<file path="src/hw/rtl/assert_macros.svh">
// Assertion macros shared by the RTL files.
`ifndef ASSERT_MACROS_SVH
`define ASSERT_MACROS_SVH
// Implication checked at every rising clock edge outside reset.
`define ASSERT_IMPL(label, ante, cons, msg) \
  label: assert property (@(posedge clk) disable iff (!rst_n) (ante) |-> (cons)) else $error(msg);
// Implication checked in the cycle after the antecedent.
`define ASSERT_NEXT(label, ante, cons, msg) \
  label: assert property (@(posedge clk) disable iff (!rst_n) (ante) |=> (cons)) else $error(msg);
`endif

</file>
<file path="src/hw/rtl/fsc_pkg.sv">
// Package with the shared types and constants of the frustum sphere culler.
package fsc_pkg;

  localparam int FRAC_BITS_DEF = 16;

  // Controller states.
  typedef enum logic [3:0] {
    ST_IDLE,
    ST_RAW,
    ST_SUMSQ,
    ST_SQRT,
    ST_DIV,
    ST_NEXT,
    ST_QRY,
    ST_RES
  } fsc_state_t;

  // Commands from the controller to the datapath.
  typedef struct packed {
    logic       load_col;
    logic       load_qry;
    logic       raw_go;
    logic       sq_step;
    logic       sqrt_init;
    logic       sqrt_step;
    logic       div_init;
    logic       div_step;
    logic       coef_wr;
    logic       mac_step;
    logic       acc_clr;
    logic [2:0] plane;
    logic [1:0] coef;
    logic [1:0] term;
    logic [5:0] step;
  } fsc_cmd_t;

  // Status from the datapath.
  typedef struct packed {
    logic sum_zero;
    logic reject;
  } fsc_sts_t;

endpackage

</file>
<file path="src/hw/rtl/fsc_ctrl.sv">
// Controller state machine that sequences plane forming and sphere tests.
module fsc_ctrl #(
  parameter int FRAC_BITS = fsc_pkg::FRAC_BITS_DEF
) (
  input  logic              clk,
  input  logic              rst_n,
  input  logic              start,
  input  logic              in_func,
  input  fsc_pkg::fsc_sts_t sts,
  output fsc_pkg::fsc_cmd_t cmd,
  output logic              busy,
  output logic              out_valid,
  output logic              first_rej
);
  import fsc_pkg::*;

  // Last divider step: one step per dividend bit, then the coefficient write.
  localparam logic [5:0] DIV_LAST = 6'(32 + FRAC_BITS);

  fsc_state_t state_r, state_nxt;
  logic [2:0] plane_r, plane_nxt;
  logic [1:0] sub_r, sub_nxt;
  logic [5:0] step_r, step_nxt;
  logic       rej_r, rej_nxt;

  // Registers of the controller.
  always_ff @(posedge clk) begin
    if (!rst_n) begin
      state_r <= ST_IDLE;
      plane_r <= '0;
      sub_r   <= '0;
      step_r  <= '0;
      rej_r   <= 1'b0;
    end else begin
      state_r <= state_nxt;
      plane_r <= plane_nxt;
      sub_r   <= sub_nxt;
      step_r  <= step_nxt;
      rej_r   <= rej_nxt;
    end
  end

  // Next state and counters.
  always_comb begin
    state_nxt = state_r;
    plane_nxt = plane_r;
    sub_nxt   = sub_r;
    step_nxt  = step_r;
    rej_nxt   = rej_r;
    unique case (state_r)
      ST_IDLE: begin
        plane_nxt = '0;
        sub_nxt   = '0;
        step_nxt  = '0;
        rej_nxt   = 1'b0;
        if (start) begin
          state_nxt = in_func ? ST_QRY : ST_RAW;
        end
      end
      ST_RAW: begin
        state_nxt = ST_SUMSQ;
        sub_nxt   = '0;
      end
      ST_SUMSQ: begin
        sub_nxt = sub_r + 2'd1;
        if (sub_r == 2'd2) begin
          state_nxt = ST_SQRT;
          step_nxt  = '0;
        end
      end
      ST_SQRT: begin
        if (sts.sum_zero) begin
          state_nxt = ST_DIV;
          step_nxt  = '0;
          sub_nxt   = '0;
        end else begin
          step_nxt = step_r + 6'd1;
          if (step_r == 6'd32) begin
            state_nxt = ST_DIV;
            step_nxt  = '0;
            sub_nxt   = '0;
          end
        end
      end
      ST_DIV: begin
        step_nxt = step_r + 6'd1;
        if (sts.sum_zero || step_r == DIV_LAST) begin
          step_nxt = '0;
          sub_nxt  = sub_r + 2'd1;
          if (sub_r == 2'd3) begin
            state_nxt = ST_NEXT;
          end
        end
      end
      ST_NEXT: begin
        plane_nxt = plane_r + 3'd1;
        state_nxt = (plane_r == 3'd5) ? ST_IDLE : ST_RAW;
      end
      ST_QRY: begin
        sub_nxt = sub_r + 2'd1;
        if (sub_r == 2'd3) begin
          sub_nxt = '0;
          if (step_r[0]) begin
            step_nxt = '0;
            if (sts.reject) rej_nxt = 1'b1;
            plane_nxt = plane_r + 3'd1;
            if (plane_r == 3'd5) state_nxt = ST_RES;
          end else begin
            step_nxt = 6'd1;
            sub_nxt  = 2'd3;
          end
        end
      end
      ST_RES: state_nxt = ST_IDLE;
      default: state_nxt = ST_IDLE;
    endcase
  end

  // Commands for the datapath.
  always_comb begin
    cmd           = '0;
    cmd.plane     = plane_r;
    cmd.coef      = sub_r;
    cmd.term      = sub_r;
    cmd.step      = step_r;
    busy          = (state_r != ST_IDLE);
    out_valid     = (state_r == ST_RES);
    first_rej     = rej_r;
    unique case (state_r)
      ST_IDLE: begin
        cmd.load_col = start && !in_func;
        cmd.load_qry = start && in_func;
      end
      ST_RAW:   cmd.raw_go = 1'b1;
      ST_SUMSQ: begin
        cmd.sq_step   = 1'b1;
        cmd.sqrt_init = (sub_r == 2'd2);
      end
      ST_SQRT: begin
        cmd.sqrt_step = !sts.sum_zero && step_r != 6'd32;
        cmd.div_init  = sts.sum_zero || step_r == 6'd32;
      end
      ST_DIV: begin
        cmd.div_step = !sts.sum_zero && step_r != DIV_LAST;
        cmd.coef_wr  = sts.sum_zero || step_r == DIV_LAST;
        cmd.div_init = cmd.coef_wr;
      end
      ST_QRY: begin
        cmd.mac_step = !(sub_r == 2'd3 && step_r[0]);
        cmd.acc_clr  = (sub_r == 2'd3 && step_r[0]);
      end
      default: ;
    endcase
  end
endmodule

</file>
<file path="config.mk">
export PLATFORM = sky130hd
export DESIGN_NAME = fsc_ctrl
export DESIGN_NICKNAME = d
export VERILOG_FILES = /design/src/hw/rtl/assert_macros.svh /design/src/hw/rtl/fsc_pkg.sv /design/src/hw/rtl/fsc_ctrl.sv
export SDC_FILE = /design/constraint.sdc
export NUM_CORES = 1
export LEC_CHECK = 0
export BUFFER_PORTS_ARGS = -buffer_cell sky130_fd_sc_hd__buf_4
export CAP_MARGIN = 20
export CORE_MARGIN = 4
export CORE_UTILIZATION = 54
export CTS_CLUSTER_SIZE = 40
export DETAILED_ROUTE_END_ITERATION = 10
export PLACE_DENSITY = 0.92
export RECOVER_POWER = 50
export SETUP_SLACK_MARGIN = 0.5
export SLEW_MARGIN = 20
export SYNTH_ARGS = -nofsm -noshare
export SYNTH_HDL_FRONTEND = slang
export SYNTH_SLANG_ARGS = --single-unit
</file>
<file path="constraint.sdc">
create_clock -name clk -period 4.1 [get_ports clk]
set_input_delay 1.23 -clock clk [delete_from_list [all_inputs] [get_ports clk]]
set_output_delay 1.23 -clock clk [all_outputs]
set_load 0.01 [all_outputs]
</file>
==> summary.txt, run 1 <==
=========================================================================================
Number of enable-type register cells in the synthesized netlist                         0
Simple-Gate Fraction of Synth Area                                                  26.2%
Final critical-path required period                                               3.70 ns
Top fanout value on the critical path                                                  11
Final core area utilization                                                         68.9%
Type of element launching the critical path                                     flip-flop
Main combinational cell family by area after synthesis                       compound AO/OA/AOI/OAI gates
Number of diodes added for antenna fixing                                               0
Detail Placement HPWL                                                             2190 um
Fin Setup TNS                                                                        0 ns
Via-per-instance ratio                                                               5.82
Number of global-route vias before repair                                            1140
Hold Path Stages                                                                        2
Final Hold Viols                                                                        0
Multiplexer fraction of the synthesized cell area                                  0.911%
Remaining max-slew budget at the tightest pin                                       55.8%
Compound-cell area share of the yosys netlist                                       26.9%
Pin count of the biggest net entering global routing                                   23
Syn_area_per_cell                                                                7.28 um2
CP endpoint kind                                                               output pin
Final setup violation count                                                             0
Count of different cell masters after synthesis                                        44
Fraction of synthesized cell area taken by the top area cell type                   27.3%
Worst reg2reg path depth                                                                8
Nets                                                                                  193
Synth Area in Adders                                                                6.83%
Vias after detailed routing                                                          1204
Routed length per instance                                                        14.2 um
Power share of the clock group                                                      18.3%
Xor-xnor portion of the synthesized cell area                                       2.39%
Detailed-route DRC error count                                                          0
Flip-flop cell with the highest count after synthesis                        sky130_fd_sc_hd__dfxtp_1
Clock H-tree levels                                                                     1
Portion of total power attributed to sequential cells                               39.5%
Total of hold buffers inserted after clock tree synthesis                               0
Number of nets still failing antenna checks after routing                               0
Clock latency on the worst-skew pair                                              0.30 ns
Inserted Clock Buffers                                                                  3
Routed WL                                                                         2950 um
Total nets after synthesis                                                            163
Layout fillers                                                                        174
Number of register bits inferred by synthesis                                          15
Overall die area                                                              0.00282 mm2
Req. time, crit path                                                              2.87 ns
Number of standard-cell rows in the floorplan                                          16
Core box area                                                                 0.00194 mm2
Ranking of synthesized cells by instance count                               sky130_fd_sc_hd__nor2_1 (18), sky130_fd_sc_hd__dfxtp_1 (15), sky130_fd_sc_hd__inv_1 (14), sky130_fd_sc_hd__nand2_1 (14), sky130_fd_sc_hd__a21oi_1 (11)
1st-iter DRT viols                                                                     46
Quantity of I/O buffers inserted on ports                                              32
TritonCTS clock tree                                                                 done
Worst-Margin Slew                                                                0.662 ns
Clock root cell                                                              sky130_fd_sc_hd__clkbuf_4
Library cell occupying the most area in the post-synthesis netlist           sky130_fd_sc_hd__dfxtp_1
Yosys synthesis warning count                                                           0
Post-Synthesis Cell Area                                                      0.00110 mm2
Peak Freq                                                                         270 MHz
Die Y-Extent                                                                      53.1 um
Setup skew after layout                                                        0.00244 ns
Switch share                                                                        42.7%
GP Congestion                                                                       0.893
I/O pins                                                                               33
Antenna violations before repair                                                        0
Area of combinational cells with multiple inputs                                  701 um2
IR drop worst, VDD                                                                 276 uV
Remaining global-route overflow                                                         0
Type of the tightest min-delay check                                         flip-flop to flip-flop
Starting utilization of the core area                                               56.6%
Outcome                                                                      finished, final reports clean
Total power consumption of the routed design                                   0.000515 W
Power density over the cells                                                   385 mW/mm2
Cell Int Power                                                                 0.000295 W
Period Utilization, post-route                                                      90.4%
Router iterations before antenna repair                                                 6
Sinks on the clock net                                                                 15
Maximum capacitance violations                                                          0
Signal arrival time at the worst endpoint                                         2.47 ns
Sw power                                                                       0.000220 W
Largest buffer count on any clock path                                                  2
Combined flip-flop and latch cell area                                            300 um2
Power share of the combinational group                                              42.2%
Proportion of register bits with asynchronous set or reset after synthesis             0%
Area added between synthesis and finish                                             21.9%
Sequential cell area fraction in the yosys report                                   27.3%
Number of instances in the synthesized netlist                                        151
Global-route wire length before repair                                            4820 um
Layout cell share with drive strength beyond 1                                      19.4%
Critical path class                                                          flip-flop to output pin
Die boundary width                                                                53.1 um
Final Max Slew Viols                                                                    0
RSZ-0062 raised after global routing                                                false
Leading cell types by total area after synthesis                             sky130_fd_sc_hd__dfxtp_1 (27%), sky130_fd_sc_hd__ha_1 (6.8%), sky130_fd_sc_hd__nor2_1 (6.2%)
CTS clock-pin slew for the worst setup and hold paths                             0.10 ns
Most numerous cell in the Yosys netlist                                      sky130_fd_sc_hd__nor2_1
Static Leakage                                                                   0.559 nW
Global-route usage over all layers                                                  23.1%
Worst hold slack                                                                 0.513 ns
=========================================================================================
-- worst paths after layout --
kind / startpoint / to / slack [ns]
worst max-delay path: step_r[0] / cmd[17] / 0.40
worst min-delay path: first_rej / first_rej / 0.51
worst max register to register: step_r[0] / state_r[2] / 1.74
worst min register to register: first_rej / first_rej / 0.51
-- flip-flops by register name, summed over array words and instances, names as in the netlist --
| name | flops |
|---|---|
| step_r | 6 |
| first_rej | 1 |
| sub_r | 2 |
| plane_r | 3 |
| state_r | 3 |
-- cell type report --
type                            instances  share of cell area (%)
Inverter                               15                    4.21
Timing Repair Buffer                   34                    16.3
Multi-Input combinational cell        112                    52.3
Clock inverter                          1                   0.561
Tap cell                               27                    2.52
Clock buffer                            3                    1.68
Sequential cell                        15                    22.4
-- critical path: stages (launching register included) --
cell and delay (ns):
sky130_fd_sc_hd__dfxtp_1 0.32, sky130_fd_sc_hd__clkbuf_1 0.41, sky130_fd_sc_hd__inv_1 0.16, sky130_fd_sc_hd__ha_1 0.24
sky130_fd_sc_hd__and4bb_4 0.22, sky130_fd_sc_hd__a21o_1 0.24, sky130_fd_sc_hd__o21ai_4 0.30, sky130_fd_sc_hd__o22ai_1 0.14
sky130_fd_sc_hd__buf_4 0.16
-- per-layer routing --
layer | track usage [%] | share of wire (%)
met5 | 0 | 0
met4 | 12.8 | 1.4
met3 | 4.51 | 6.3
met2 | 39.7 | 50
met1 | 26.4 | 42
-- cells by family (layout without fill, tap and decap cells) --
kind of cell             count (synthesis)  count (layout)
adder cells (fa/ha/maj)                  6               6
buffers and inverters                   24              53
XOR/XNOR                                 3               3
flip-flops                              15              15
AND/OR/NAND/NOR                         58              58
multiplexers                             1               1
AO/OA/AOI/OAI                           44              44
-- timing repair --
item,CTS,global route
setup buffers,0,1
endpoints found under the setup margin,0,1
resized for setup,0,1
-- power by group through the flow --
stage | Sequential, W | Clock, W | Combinational, W
floorplan | 0.000175 | 0 | 0.000177
detailed placement | 0.000205 | 0 | 0.000215
CTS | 0.000201 | 0.0000949 | 0.000217
global route | 0.000207 | 0.000102 | 0.000241
finish | 0.000204 | 0.0000943 | 0.000218
global placement | 0.000203 | 0 | 0.000209
-- through the flow --
stage               std cells  setup slack (ns)  instance area [um2]
global route              207             0.267                 1340
detailed placement        202             0.559                 1330
finish                    207             0.395                 1340
global placement          202             0.641                 1330
CTS                       206             0.558                 1360
floorplan                 151             0.909                 1100
-- placed cells by master, fill, tap and decap left out, types with 2 or more instances in the layout --
cell	synthesis	final
sky130_fd_sc_hd__a31oi_1	3	3
sky130_fd_sc_hd__nand2b_1	4	4
sky130_fd_sc_hd__a21oi_1	11	11
sky130_fd_sc_hd__nand2_1	14	14
sky130_fd_sc_hd__inv_1	14	14
sky130_fd_sc_hd__dfxtp_1	15	15
sky130_fd_sc_hd__xnor2_1	2	2
sky130_fd_sc_hd__nor2_1	18	18
sky130_fd_sc_hd__nand3_1	4	4
sky130_fd_sc_hd__nor3_1	6	6
sky130_fd_sc_hd__o21ai_0	8	8
sky130_fd_sc_hd__and3_1	2	2
sky130_fd_sc_hd__o211ai_1	2	2
sky130_fd_sc_hd__o21a_1	2	2
sky130_fd_sc_hd__clkbuf_1	3	10
sky130_fd_sc_hd__clkbuf_4	0	3
sky130_fd_sc_hd__buf_4	3	24
sky130_fd_sc_hd__nor4_1	3	3
sky130_fd_sc_hd__o22ai_1	5	5
sky130_fd_sc_hd__ha_1	6	6
Note: power is estimated with default switching activity, not from simulation.
==> run 2, diff against run 1 <==
--- a/config.mk
+++ b/config.mk
@@ -8,10 +8,10 @@
 export BUFFER_PORTS_ARGS = -buffer_cell sky130_fd_sc_hd__buf_4
 export CAP_MARGIN = 20
 export CORE_MARGIN = 4
-export CORE_UTILIZATION = 54
+export CORE_UTILIZATION = 50
 export CTS_CLUSTER_SIZE = 40
 export DETAILED_ROUTE_END_ITERATION = 10
-export PLACE_DENSITY = 0.92
+export PLACE_DENSITY = 0.87
 export RECOVER_POWER = 50
 export SETUP_SLACK_MARGIN = 0.5
 export SLEW_MARGIN = 20
==> run 2 against run 1 <==
Effect of this change:
- sequential share of layout area is 0.32 points higher
- fmax grew 3.5%
- first-iteration DRC count shrank 59%
- non-clock buffer count shrank 1
- combinational power fell by 2%
- total power down 1.3%
- hold slack gained 0.0032 ns
- via count down 2.1%
==> summary.txt, run 2 (same netlist as run 1, synthesis figures left out) <==
=====================================================================================
Pin count of the biggest net entering global routing                               23   unchanged
Top register by number of flip-flops                                           step_r
Quantity of I/O buffers inserted on ports                                          32   unchanged
IR drop worst, VDD                                                             298 uV   +8.2%
Top cell family by delay on the critical path                            compound AO/OA/AOI/OAI gates
Antenna violations before repair                                                    0   unchanged
Global-route usage over all layers                                              21.7%   -1.4 points
Largest buffer count on any clock path                                              2   unchanged
Standard cell with the maximum stage delay on the critical path          sky130_fd_sc_hd__nor4bb_2
Routed length per instance                                                    14.0 um   -1.4%
Area after DPL                                                            0.00133 mm2   -0.56%
Clock latency on the worst-skew pair                                          0.30 ns   about the same
Req. time, crit path                                                          2.87 ns   about the same
Maximum capacitance violations                                                      0   unchanged
Die Y-Extent                                                                  54.9 um   +3.3%
Vias after detailed routing                                                      1179   -2.1%
Period Utilization, post-route                                                  87.3%   -3.0 points
Layout cell share with drive strength beyond 1                                  17.3%   -2.1 points
Total power consumption of the routed design                               0.000509 W   -1.3%
Area added between synthesis and finish                                         20.2%
Number of global-route vias before repair                                        1077   -5.5%
Final setup violation count                                                         0   unchanged
GP Congestion                                                                   0.919   +2.9%
Remaining global-route overflow                                                     0   unchanged
Sinks on the clock net                                                             15   unchanged
Power density over the cells                                               386 mW/mm2   +0.15%
Highest-utilization routing layer at the global route stage                      met2
Cell area after layout                                                    0.00132 mm2   -1.4%
Routed WL                                                                     2890 um   -1.8%
Hold Path Stages                                                                    2   unchanged
Largest registers in the final layout                                    step_r x6, plane_r x3, state_r x3
Setup skew after layout                                                    0.00605 ns   +0.00361 ns
CP endpoint kind                                                           output pin
Peak Freq                                                                     279 MHz   +3.5%
Type of the tightest min-delay check                                     flip-flop to flip-flop
CTS clock-pin slew for the worst setup and hold paths                         0.10 ns   about the same
Final Max Slew Viols                                                                0   unchanged
Worst reg2reg path depth                                                            7   -1
Final critical-path required period                                           3.58 ns   -0.125 ns
Number of diodes added for antenna fixing                                           0   unchanged
Nets                                                                              192   -0.52%
Total of hold buffers inserted after clock tree synthesis                           0   unchanged
Inserted Clock Buffers                                                              3   unchanged
R2R Setup Slk                                                                 1.89 ns   +0.15 ns
Overall die area                                                          0.00301 mm2   +6.8%
Static Leakage                                                               0.552 nW   -1.1%
Largest incremental delay on the critical path                                0.30 ns   -0.11 ns
List of cells traversed by the critical path                             buf_4, nor4bb_2, a21bo_2, o21ai_4, o22ai_1, buf_4
I/O pins                                                                           33   unchanged
Signal arrival time at the worst endpoint                                     2.35 ns   -0.12 ns
RSZ-0062 raised after global routing                                            false
Type of element launching the critical path                                 input pin
Top fanout value on the critical path                                              10   -1
Die boundary width                                                            54.9 um   +3.3%
Final Hold Viols                                                                    0   unchanged
Number of logic stages on the critical path including buffering                     6   -2
TritonCTS clock tree                                                             done
Starting utilization of the core area                                           54.3%   -2.2 points
Fin Setup TNS                                                                    0 ns   unchanged
Number of nets still failing antenna checks after routing                           0   unchanged
Global-route wire length before repair                                        4730 um   -1.9%
Critical path class                                                      input pin to output pin
Router iterations before antenna repair                                             7   +1
Max FFs per register                                                                6   unchanged
Number of standard-cell rows in the floorplan                                      16   unchanged
Clock root cell                                                          sky130_fd_sc_hd__clkbuf_4
Worst-Margin Slew                                                            0.682 ns   +0.0206 ns
Met1 Use GR                                                                     25.2%   -1.1 points
Most used cell along the critical path                                   sky130_fd_sc_hd__buf_4
Remaining max-slew budget at the tightest pin                                   54.5%   -1.4 points
Detailed-route DRC error count                                                      0   unchanged
Most frequent standard cell in the layout excluding fill and tap cells   sky130_fd_sc_hd__buf_4
Met3 usage in global routing                                                    5.72%   +1.2 points
Global-route met2 utilization                                                   37.8%   -1.9 points
Detail Placement HPWL                                                         2150 um   -1.8%
1st-iter DRT viols                                                                 19   -59%
Clock H-tree levels                                                                 1   unchanged
Core box area                                                             0.00202 mm2   +4.1%
Count of placed standard cells in the final layout, fillers left out              206   -0.48%
Outcome                                                                  finished, final reports clean
Buffers & Inverters on Critical Path                                                2   -1
Number of placed instances with taps included                                     201   -0.50%
Via-per-instance ratio                                                           5.72   -1.6%
Leading cell types in the layout, fill and taps excluded                 sky130_fd_sc_hd__buf_4 (21), sky130_fd_sc_hd__nor2_1 (18), sky130_fd_sc_hd__dfxtp_1 (15), sky130_fd_sc_hd__inv_1 (14), sky130_fd_sc_hd__nand2_1 (14)
=====================================================================================
==> run 2: cell count changes in the layout (fill, tap and decap cells not counted), sizes merged <==
cell	delta
buf	-3
clkbuf	+3
clkinvlp	-1
==> run 2: cell type report <==
type,instances,area (um2)
timing repair buffer,33,206
clock buffer,4,26.3
inverter,15,56.3
tap,27,33.8
multi-input combinational,112,697
sequential,15,300
fill,204,702
==> run 2: path summary, 6_finish.rpt <==
check | start | endpoint
max | sts[1] | cmd[17]
min | first_rej | first_rej
max reg2reg | step_r[0] | state_r[2]
min reg2reg | first_rej | first_rej
==> run 2: worst min-delay path: cells and delay by family (launching register included) <==
family / cells / cell delay (ns)
DFF: 1 / 0.33
AOI/OAI and AO/OA: 2 / 0.14
==> run 2: layer usage <==
| layer | wire length (um) | vias up |
|---|---|---|
| li1 | - | 585 |
| met1 | 1240 | 557 |
| met2 | 1450 | 33 |
| met3 | 176 | 4 |
| met4 | 29 | 0 |
| met5 | 0 | - |
==> run 2: what timing repair did <==
action                     in CTS  in global routing
buffers inserted                0                  1
setup endpoints to repair       1                  1
gates resized for setup         1                  1
==> run 2: power by group <==
group          switching (W)  leakage (nW)  internal, W
combinational       0.000114         0.416    0.0000993
sequential         0.0000458         0.121     0.000158
clock              0.0000535        0.0150    0.0000379
total               0.000213         0.552     0.000296
==> run 2: stage by stage <==
stage / setup WS, ns / hold slack, ns / utilization (%)
5_1_grt: 0.446 / 0.572 / 65.3
4_1_cts: 0.511 / 0.515 / 67.1
2_1_floorplan: 0.909 / 0.508 / -
3_3_place_gp: 0.644 / 0.478 / 65.5
3_5_place_dp: 0.484 / 0.502 / 65.5
6_report: 0.520 / 0.516 / 65.3
